**src/sv/cnca_pkg.sv**
```systemverilog
package cnca_pkg;

  typedef enum logic [1:0] {
    OP_TRAIN  = 2'd0,
    OP_FINISH = 2'd1,
    OP_QUERY  = 2'd2,
    OP_CLEAR  = 2'd3
  } opcode_t;

  typedef enum logic [4:0] {
    S_CLEAR,
    S_IDLE,
    S_TR_RD,
    S_TR_WR,
    S_QM_RD,
    S_QM_MUL,
    S_QM_ACC,
    S_SEL_INIT,
    S_SEL,
    S_EMIT,
    S_FN_ROW,
    S_SQ_RD,
    S_SQ_MUL,
    S_SQ_ACC,
    S_SQRT_GO,
    S_SQRT_WAIT,
    S_DV_RD,
    S_DV_GO,
    S_DV_WAIT,
    S_DV_WR,
    S_FN_NEXT
  } state_t;

  localparam int VALUE_W    = 16;
  localparam int CENTRE_W   = 32;
  localparam int SCORE_W    = 48;
  localparam int PROD_W     = 64;
  localparam int QUO_W      = 16;
  localparam int FRAC_W     = 15;
  localparam int DIVIDEND_W = CENTRE_W + FRAC_W;
  localparam int SPK_W      = 4;

  localparam logic signed [SCORE_W-1:0] START_BEST = -48'sd2147483648;

endpackage

```
**src/sv/cnca_div.sv**
```systemverilog
module cnca_div #(
  parameter int DVW = 37
) (
  input  logic                                clk,
  input  logic                                rst,
  input  logic                                start,
  input  logic [cnca_pkg::DIVIDEND_W-1:0]     dividend,
  input  logic [DVW-1:0]                      divisor,
  output logic                                done,
  output logic [cnca_pkg::QUO_W-1:0]          quotient
);

  localparam int QW  = cnca_pkg::QUO_W;
  localparam int RW  = (cnca_pkg::DIVIDEND_W > DVW + QW) ? cnca_pkg::DIVIDEND_W : DVW + QW;
  localparam int CNW = $clog2(QW);

  logic           active;
  logic [CNW-1:0] cnt;
  logic [RW-1:0]  rem;
  logic [RW-1:0]  dsh;

  always_ff @(posedge clk) begin
    if (rst) begin
      active <= 1'b0;
      done   <= 1'b0;
      cnt    <= '0;
    end else begin
      done <= 1'b0;
      if (start) begin
        active <= 1'b1;
        cnt    <= CNW'(QW - 1);
      end else if (active) begin
        cnt <= cnt - CNW'(1);
        if (cnt == '0) begin
          active <= 1'b0;
          done   <= 1'b1;
        end
      end
    end
  end

  always_ff @(posedge clk) begin
    if (start) begin
      rem      <= RW'(dividend);
      dsh      <= RW'(divisor) << (QW - 1);
      quotient <= '0;
    end else if (active) begin
      if (rem >= dsh) begin
        rem      <= rem - dsh;
        quotient <= {quotient[QW-2:0], 1'b1};
      end else begin
        quotient <= {quotient[QW-2:0], 1'b0};
      end
      dsh <= dsh >> 1;
    end
  end

endmodule

```
**config.mk**
```make
export PLATFORM = sky130hd
export DESIGN_NAME = cnca_div
export DESIGN_NICKNAME = d
export VERILOG_FILES = /design/src/sv/cnca_pkg.sv /design/src/sv/cnca_div.sv
export SDC_FILE = /design/constraint.sdc
export NUM_CORES = 1
export LEC_CHECK = 0
export BUFFER_PORTS_ARGS = -buffer_cell sky130_fd_sc_hd__buf_2
export CAP_MARGIN = 20
export CORE_MARGIN = 2
export CORE_UTILIZATION = 55
export CTS_BUF_LIST = sky130_fd_sc_hd__clkbuf_8
export CTS_CLUSTER_DIAMETER = 80
export CTS_CLUSTER_SIZE = 10
export DETAILED_ROUTE_END_ITERATION = 12
export PLACE_DENSITY = 0.78
export RECOVER_POWER = 50
export SYNTH_ARGS = -nofsm -noshare
export SYNTH_HDL_FRONTEND = slang
export SYNTH_SLANG_ARGS = --single-unit
```
**constraint.sdc**
```tcl
create_clock -name clk -period 3.9 [get_ports clk]
set_clock_uncertainty 0.2 [all_clocks]
set_input_delay 0.195 -clock clk [delete_from_list [all_inputs] [get_ports clk]]
set_output_delay 0.195 -clock clk [all_outputs]
set_load 0.005 [all_outputs]
```
==> run summary <==
Run status
* result of the run: complete, but fails checks
* failing checks: max-capacitance violations, max-slew violations

Floorplan
* core box area: 0.01515 sq mm
* Row Count: 45
* total I/O pin count: 104
* chip height: 128.2 um
* Starting Density: 55.98%
* floorplan die area: 0.01642 sq mm
* Chip Width: 128.2 um

STA
* final setup violation count: 0
* setup total negative slack: 0 ns
* share of the cycle needed by the critical path after routing: 90.61%
* transition time at the pin with the least slew margin: 1.741 ns
* unrepaired setup endpoints after global routing: no
* number of pins exceeding their max-slew limit in the final report: 101
* worst relative slew slack: -16.06%
* final critical path time including I/O delays and setup: 3.534 ns
* Hold Vio Cnt, Final: 0
* crit path setup slack, layout: 0.3661 ns
* Fmax achieved: 0.2830 GHz

Routing
* via/cell ratio: 5.769
* ANT nets after route: 0
* detailed route wirelength on metal3: 1175 um
* detailed-routing wirelength on met1: 9652 um
* Routed met2 length: 10050 um
* drt drc: 0
* detailed router's first-iteration violation count: 594
* Total Wirelength: 21390 um
* routed length per placed instance: 15.72 um
* number of vias in the routed layout: 7852
* TritonRoute pass-1 iters: 5
* uppermost layer routed: met4

Synthesis
* part of the Yosys area used for sequential elements: 39.91%
* mean instance size in the synthesized netlist: 8.521 sq um
* synthesis-stage register bit count: 127
* count of distinct cell types in the synthesized netlist: 61
* share of async-settable or async-resettable flops after synthesis: 0%
* cell taking the most area after synthesis: sky130_fd_sc_hd__edfxtp_1
* Net Count, Synth: 1136
* synthesized instance count: 995
* total of warnings raised by yosys: 0
* leading post-synthesis cells by cell area: sky130_fd_sc_hd__edfxtp_1, sky130_fd_sc_hd__dfxtp_1, sky130_fd_sc_hd__ha_1, sky130_fd_sc_hd__nand2_1, sky130_fd_sc_hd__o21ai_0
* mapped cell area: 0.008478 sq mm
* dominant synthesized flop cell: sky130_fd_sc_hd__edfxtp_1
* count of flip-flops with a built-in enable after synthesis: 84
* top cell type's share of synthesized area: 29.75%

Cells and area
* Final Core Density: 68.10%
* area overhead of the layout relative to synthesis: 21.66%
* net count reported at finish: 1301
* number of antenna repair diodes: 0
* share of final-layout standard cells stronger than drive strength 1: 12.79%

Clock network
* clock latency at the later pin of the worst-skew pair: 0.46 ns
* clock buffers created by TritonCTS: 17
* clock root buffer: sky130_fd_sc_hd__clkbuf_8
* TritonCTS Sinks: 127
* clock transition at the registers of the reported paths: 0.08 ns
* maximum clock path buffer count: 2
* TritonCTS clock tree: done
* count of H-tree levels built during CTS: 4

Global routing
* residual overflow from global routing: 0
* maximum number of pins on one net before global-route repair: 101
* global routing usage summed across all routing layers: 26.88%
* wire length of the first global-routing pass: 35470 um
* number of global-route vias before repair: 7506
* antenna violations before repair: 0

Pwr
* switching pwr: 1.827 mW
* Power per Cell Area: 470.6 mW/mm^2
* Pleak: 4.365 nW
* VDD IR-drop max: 260.3 uV
* Internal Power: 3.027 mW
* logic gate share of total power: 41.6%
* switching power as a share of total power: 37.64%
* Seq pwr share: 35.6%
* Clock power frac: 22.8%

Place
* Placer Congestion: 0.8720
* detailed-placement wirelength estimate: 13990 um
* worst slack at placement: 0.4948 ns
* Port-buffer cells: 103

Run
* number of violations of the max-capacitance limit: 1

Worst setup path
* crit path capture type: flop
* Data required, critical path: 3.89 ns
* Critical Path AT: 3.52 ns
* Setup crit start kind: flop
* Critical Setup Path Class: flop to flop
* highest net fanout along the worst path: 47

Min path
* Hold/Removal Path Class: flop to flop

==> final timing paths <==
| path | from | to | slack [ns] | cells past startpoint |
|---|---|---|---|---|
| setup / recovery | rem[32] | rem[41] | 0.37 | 10 |
| hold / removal | rem[51] | rem[51] | 0.28 | 2 |
| setup reg to reg | rem[32] | rem[41] | 0.37 | 10 |
| hold reg to reg | rem[51] | rem[51] | 0.28 | 2 |
==> per-layer routing <==
metal  vias to the layer above  GRT usage [%]
li1                       3863              -
met4                         0          9.632
met5                         -              0
met3                        43          5.134
met1                      3653          36.02
met2                       293          43.66
==> flip-flops by register name, indices dropped and copies added, names as in the netlist <==
register / cells
active: 1
done: 1
rem: 53
cnt: 4
dsh: 52
quotient: 16
==> cells in the mapped netlist, drive strengths merged, types with 4 or more instances <==
cell     count
a211oi       5
a21o        33
a21oi       72
a31oi        8
and2         5
and3         5
and4         4
buf         12
clkbuf      36
dfxtp       43
edfxtp      84
ha          53
inv         69
mux2i       32
nand2      172
nand2b      11
nand3       16
nand4       12
nor2        75
nor2b        7
nor3         7
nor4b        5
o2111ai      4
o211ai       8
o21ai      115
o21bai       5
o31ai        8
xnor2       23
xor2        19
==> power by group through the flow <==
stage / combinational (mW) / clock, mW / sequential (mW)
global placement: 1.88 / 0 / 1.75
CTS: 1.98 / 1.12 / 1.73
finish: 2.02 / 1.11 / 1.73
global route: 2.25 / 1.17 / 1.75
detailed placement: 1.90 / 0 / 1.76
floorplan: 1.49 / 0 / 1.73
==> per-stage QoR <==
step	instances	hold WS [ns]	total power, mW	area, sq um
final	1361	0.2760	4.855	10310
after global routing	1361	0.3004	5.166	10310
after CTS	1361	0.2825	4.831	10340
after detailed placement	1243	0.2536	3.656	9106
after global placement	1243	0.2350	3.627	9106
after floorplan	995	0.06407	3.222	8481
==> kinds of logic after synthesis <==
kind of cell	synth area share, %
compound gates	21.02
xor+xnor	4.339
fa+ha+maj	8.058
buf+inv	5.239
flops	39.91
mux	4.044
simple gates	17.40
==> worst max-delay path, stage by stage, from the launching register on <==
cell and delay, ns:
sky130_fd_sc_hd__edfxtp_1 0.39, sky130_fd_sc_hd__ha_1 0.39, sky130_fd_sc_hd__a21oi_1 0.25, sky130_fd_sc_hd__o21ai_0 0.25, sky130_fd_sc_hd__a211oi_1 0.29, sky130_fd_sc_hd__o21ai_0 0.13
sky130_fd_sc_hd__a21oi_1 0.19, sky130_fd_sc_hd__o21ai_2 0.13, sky130_fd_sc_hd__a41oi_2 0.60, sky130_fd_sc_hd__nand2_2 0.14, sky130_fd_sc_hd__buf_12 0.26
==> area by class of cell <==
class	count	area, sq um
Multi-Input combinational cell	751	4653
Clock buffer	19	261.5
Tap cell	188	235.2
Timing Repair Buffer	194	1408
Clock inverter	13	111.4
Sequential cell	127	3387
Fill cell	1214	4831
Inverter	69	259.0
==> layout by cell type, fill, tap and decap left out, types with 23 or more instances in the layout <==
cell type / count
sky130_fd_sc_hd__edfxtp_1: 84
sky130_fd_sc_hd__inv_1: 70
sky130_fd_sc_hd__xnor2_1: 23
sky130_fd_sc_hd__mux2i_1: 32
sky130_fd_sc_hd__nand2_1: 171
sky130_fd_sc_hd__nor2_1: 75
sky130_fd_sc_hd__buf_2: 94
sky130_fd_sc_hd__dlygate4sd3_1: 86
sky130_fd_sc_hd__o21ai_0: 112
sky130_fd_sc_hd__a21o_1: 33
sky130_fd_sc_hd__dfxtp_1: 42
sky130_fd_sc_hd__ha_1: 53
sky130_fd_sc_hd__a21oi_1: 70
==> repair_timing <==
item / CTS / global route
endpoints found under the hold margin: 91 / 0
setup buffers: 0 / 0
hold buffers: 86 / 0
gates resized for setup: 0 / 0
Note: power is estimated with default switching activity, not from simulation.
