File: src/sv/cnca_isqrt.sv
module cnca_isqrt #(
  parameter int NW = 74
) (
  input  logic            clk,
  input  logic            rst,
  input  logic            start,
  input  logic [NW-1:0]   radicand,
  output logic            done,
  output logic [NW/2-1:0] root
);

  logic          active;
  logic [NW-1:0] num;
  logic [NW-1:0] res;
  logic [NW-1:0] bit_q;
  logic [NW-1:0] trial;

  assign trial = res + bit_q;
  assign root  = res[NW/2-1:0];

  always_ff @(posedge clk) begin
    if (rst) begin
      active <= 1'b0;
      done   <= 1'b0;
    end else begin
      done <= 1'b0;
      if (start) begin
        active <= 1'b1;
      end else if (active && bit_q[0]) begin
        active <= 1'b0;
        done   <= 1'b1;
      end
    end
  end

  always_ff @(posedge clk) begin
    if (start) begin
      num   <= radicand;
      res   <= '0;
      bit_q <= {2'b01, {(NW-2){1'b0}}};
    end else if (active) begin
      if (num >= trial) begin
        num <= num - trial;
        res <= (res >> 1) + bit_q;
      end else begin
        res <= res >> 1;
      end
      bit_q <= bit_q >> 2;
    end
  end

endmodule

File: config.mk
export PLATFORM = sky130hd
export DESIGN_NAME = cnca_isqrt
export DESIGN_NICKNAME = d
export VERILOG_FILES = /design/src/sv/cnca_isqrt.sv
export SDC_FILE = /design/constraint.sdc
export NUM_CORES = 1
export LEC_CHECK = 0
export BUFFER_PORTS_ARGS = -buffer_cell sky130_fd_sc_hd__buf_4
export CAP_MARGIN = 10
export CORE_ASPECT_RATIO = 1.75
export CORE_MARGIN = 3
export CORE_UTILIZATION = 40
export CTS_CLUSTER_DIAMETER = 40
export DETAILED_ROUTE_END_ITERATION = 8
export GPL_TIMING_DRIVEN = 0
export REMOVE_ABC_BUFFERS = 1
export SLEW_MARGIN = 5
export SYNTH_ARGS = -nofsm -noshare
export SYNTH_HDL_FRONTEND = slang
export SYNTH_SLANG_ARGS = --single-unit
File: constraint.sdc
create_clock -name clk -period 17 [get_ports clk]
set_clock_uncertainty 0.05 [all_clocks]
set_input_delay 0.85 -clock clk [delete_from_list [all_inputs] [get_ports clk]]
set_output_delay 0.85 -clock clk [all_outputs]
set_load 0.05 [all_outputs]
==> run_summary.xml <==
<?xml version="1.0" encoding="UTF-8"?>
<metrics>
  <group name="timing">
    <metric name="timing_hold_violations_final" unit="">0</metric>
    <metric name="post_layout_minimum_cycle_time" unit="ns">7.92</metric>
    <metric name="final.setup.tns" unit="ns">0</metric>
    <metric name="fmax" unit="MHz">126</metric>
    <metric name="final_report_max_slew_violation_count" unit="">0</metric>
    <metric name="rsz0062_at_grt" unit="">no</metric>
    <metric name="transition_time_of_the_tightest_slew_check_pin" unit="ns">1.15</metric>
    <metric name="setup_viol" unit="">0</metric>
    <metric name="min_period_over_period" unit="%">46.6</metric>
    <metric name="slew_headroom" unit="%">23.2</metric>
  </group>
  <group name="clock_tree">
    <metric name="cts_max_level" unit="">4</metric>
    <metric name="worst_setup_hold_path_clk_slew" unit="ns">0.09</metric>
    <metric name="cts_root_buf" unit="">clkbuf_16</metric>
    <metric name="clkSinkCount" unit="">187</metric>
    <metric name="cts_tree" unit="">yes</metric>
    <metric name="worstSkewPairLatency" unit="ns">0.47</metric>
    <metric name="post_cts_buffers" unit="">0</metric>
    <metric name="post_cts_sizing" unit="">0</metric>
    <metric name="ctsLongestPathBuffers" unit="">2</metric>
    <metric name="tritoncts.num_buffers" unit="">17</metric>
    <metric name="ctsHoldBuffers" unit="">0</metric>
  </group>
  <group name="critical_path">
    <metric name="timing.reg2reg.setup_slack" unit="ns">9.08</metric>
    <metric name="critical-path-top-delay-family" unit="">compound AO/OA/AOI/OAI gates</metric>
    <metric name="cp.arrival" unit="ns">8.04</metric>
    <metric name="critical_path.reg2reg.endpoint" unit="">num[62]</metric>
    <metric name="critical_path.cell_chain" unit="">ha_1, nand2_1, nor4_1, nand2_1, a211oi_1, o21ai_1, o41ai_1, a211oi_1, nor3_1, o31ai_1, xor2_1, ha_1, nand3_1, nor4_1, nand4_1, o31ai_1, nor2_4, buf_12, and2_4, o21ai_4, buf_12</metric>
    <metric name="critPathBufInv" unit="">2</metric>
    <metric name="timing.setup.critical_path_class" unit="">flip-flop to flip-flop</metric>
    <metric name="critical-path-slowest-cell" unit="">nor4_1</metric>
    <metric name="regToRegStartpoint" unit="">res[28]</metric>
    <metric name="critPathRequiredTime" unit="ns">17.11</metric>
    <metric name="crit_path_end_kind" unit="">flip-flop</metric>
    <metric name="cp-start-kind" unit="">flip-flop</metric>
    <metric name="critical_path_peak_fanout" unit="">75</metric>
    <metric name="r2r.worst_path.cells" unit="">21</metric>
    <metric name="critPathMaxStageDelay" unit="ns">0.67</metric>
  </group>
  <group name="min_path">
    <metric name="worst_hold_path.num_cells" unit="">2</metric>
    <metric name="hold_startpoint" unit="">res[0]</metric>
    <metric name="hold_end" unit="">res[0]</metric>
    <metric name="hold_path.class" unit="">flip-flop to flip-flop</metric>
  </group>
  <group name="global_routing">
    <metric name="maximum_number_of_pins_on_one_net_before_global_route_repair" unit="">135</metric>
    <metric name="grtUsageMet2" unit="%">49.0</metric>
    <metric name="grtUsageTotal" unit="%">25.2</metric>
    <metric name="overflow_after_grt" unit="">0</metric>
    <metric name="grt_pass1_vias" unit="">17800</metric>
    <metric name="grt_pass1_wl" unit="µm">96400</metric>
    <metric name="use_met3" unit="%">2.98</metric>
    <metric name="groute.layer.met1.usage" unit="%">24.9</metric>
    <metric name="grt_antenna_before_repair" unit="">0</metric>
    <metric name="highest_utilization_routing_layer_at_the_global_route_stage" unit="">met2</metric>
  </group>
  <group name="power_and_ir_drop">
    <metric name="max-vdd-ir-drop" unit="mV">0.0733</metric>
    <metric name="power_density_relative_to_cell_area" unit="nW/µm²">129</metric>
    <metric name="leakage" unit="µW">0.00743</metric>
  </group>
  <group name="synth">
    <metric name="synth_top_area_cell" unit="">dfxtp_1</metric>
    <metric name="ys_seq_elements" unit="">187</metric>
    <metric name="post_synth_inst_count" unit="">2358</metric>
    <metric name="synth_flop_cell" unit="">dfxtp_1</metric>
    <metric name="synth_edf_count" unit="">74</metric>
    <metric name="ys_warn_count" unit="">0</metric>
    <metric name="sequential_fraction_of_the_synthesis_area" unit="%">24.7</metric>
    <metric name="yosys-top-cells-count" unit="">nand2_1, nor2_1, a21oi_1, o21ai_0, ha_1</metric>
    <metric name="async_set_or_reset_flop_fraction_in_the_synthesized_netlist" unit="%">0</metric>
    <metric name="yosysMostFrequentCell" unit="">nand2_1</metric>
    <metric name="synthDistinctLibCells" unit="">78</metric>
    <metric name="synthesis.area" unit="µm²">18100</metric>
    <metric name="yosys-top-cells-area" unit="">dfxtp_1, edfxtp_1, ha_1</metric>
    <metric name="synth.avg_cell_area" unit="µm²">7.69</metric>
    <metric name="post-synth-top-area-fraction" unit="%">12.5</metric>
  </group>
  <group name="run">
    <metric name="drv.max_cap_violation_count" unit="">0</metric>
  </group>
  <group name="route">
    <metric name="routed_wl" unit="µm">62500</metric>
    <metric name="via_count" unit="">17900</metric>
    <metric name="first_pass_iters" unit="">5</metric>
    <metric name="drt_drc_violations_left" unit="">0</metric>
    <metric name="viasPerCell" unit="">6.15</metric>
    <metric name="first_iter_violations" unit="">1173</metric>
    <metric name="post_drt_wl_per_cell" unit="µm">21.5</metric>
    <metric name="drtAntennaViolNets" unit="">0</metric>
  </group>
  <group name="layout">
    <metric name="final_design_area_no_fill" unit="µm²">19700</metric>
    <metric name="diodes" unit="">0</metric>
    <metric name="drive_gt1_share" unit="%">8.30</metric>
    <metric name="finalNetCount" unit="">2551</metric>
    <metric name="syn2layout_area_growth" unit="%">8.54</metric>
  </group>
  <group name="floorplan">
    <metric name="placementRows" unit="">102</metric>
    <metric name="die_h" unit="µm">288</metric>
    <metric name="die-width" unit="µm">167</metric>
    <metric name="coreArea" unit="µm²">44500</metric>
    <metric name="ioPinCount" unit="">115</metric>
    <metric name="die_area" unit="µm²">48000</metric>
    <metric name="initial_core_util" unit="%">40.7</metric>
  </group>
  <group name="outcome">
    <metric name="status" unit="">complete, no violations</metric>
  </group>
  <group name="placed_design">
    <metric name="gpl.final_weighted_congestion" unit="">0.937</metric>
    <metric name="placedInstanceArea" unit="µm²">19100</metric>
    <metric name="place.detailed.hpwl" unit="µm">49200</metric>
    <metric name="port-buffer-count" unit="">114</metric>
  </group>
</metrics>
## worst max path at each step
stage	startpoint	to	slack, ns	cells after the start
floorplan	res[2]	num[0]	5.78	21
global placement	res[28]	num[66]	0.89	19
detailed placement	res[10]	num[66]	9.25	21
CTS	res[10]	num[61]	9.21	21
global route	res[28]	num[52]	8.71	21
finish	res[28]	num[62]	9.08	21
## per-stage QoR
stage          power [µW]  std cells  utilization, %  setup slack [ns]  hold slack (ns)
5_1_grt              2720       2908            44.2              8.71            0.476
2_1_floorplan        1680       2181               -              5.78            0.432
6_report             2550       2908            44.2              9.08            0.461
3_5_place_dp         2120       2876            42.9              9.25            0.454
3_3_place_gp         2090       2867            42.3             0.886            0.451
4_1_cts              2550       2908            44.2              9.21            0.464
## worst register-to-register path, delay by kind of cell, from the launching register on
family | cells | cell delay (ns)
AND/OR/NAND/NOR | 9 | 2.65
buffers and inverters | 2 | 0.49
XOR/XNOR | 1 | 0.22
flip-flops | 1 | 0.59
adder cells (fa/ha/maj) | 2 | 0.82
AO/OA/AOI/OAI | 7 | 2.79
## cells by family (layout without fill, tap and decap cells)
| logic type | count (synthesis) | after routing | share of synthesized area, % |
|---|---|---|---|
| AO/OA/AOI/OAI | 780 | 780 | 27.6 |
| XOR/XNOR | 167 | 167 | 8.07 |
| adder cells (fa/ha/maj) | 151 | 151 | 10.5 |
| buffers and inverters | 214 | 192 | 5.48 |
| flip-flops | 187 | 187 | 24.7 |
| multiplexers | 59 | 59 | 3.29 |
| AND/OR/NAND/NOR | 800 | 800 | 20.4 |
## flip-flops by register name, indices dropped and copies added (netlist names)
name    flops
num        74
res        74
bit_q      37
active      1
done        1
## final cells by class
class	instances	area, µm²
clock buffers	17	425
clock inverters	15	151
fillers	4569	24900
inverters	37	139
multi-input cells	1957	12700
flip-flops and latches	187	4490
well taps	572	716
repair buffers	123	1080
## layout by cell type, fill, tap and decap left out, types with 19 or more instances in the layout
master / Yosys / layout
nand2_1: 286 / 285
nor2_1: 225 / 222
a21oi_1: 181 / 181
o21ai_0: 175 / 174
ha_1: 150 / 150
buf_4: 41 / 113
dfxtp_1: 113 / 112
xnor2_1: 96 / 96
a31oi_1: 88 / 88
edfxtp_1: 74 / 74
xor2_1: 71 / 71
nand4_1: 61 / 61
nand3_1: 58 / 58
mux2i_1: 55 / 55
a21o_1: 50 / 50
o21bai_1: 44 / 44
a211oi_1: 42 / 42
inv_1: 36 / 36
nor3_1: 29 / 29
o211ai_1: 26 / 26
a311oi_1: 26 / 26
o31ai_1: 25 / 25
and2_1: 19 / 19
## report_power, final
part	switching, µW	internal, µW	leakage [µW]
sequential	87.7	593	0.00166
clock	217	197	0.000285
combinational	914	536	0.00548
total	1220	1330	0.00743
## per-layer routing
metal / vias up / part of all wire (%)
met5: - / 0
met4: 0 / 6.5
met3: 179 / 3.6
met2: 532 / 54
met1: 8484 / 36
li1: 8690 / -
Power figures use the tool's default switching activity.
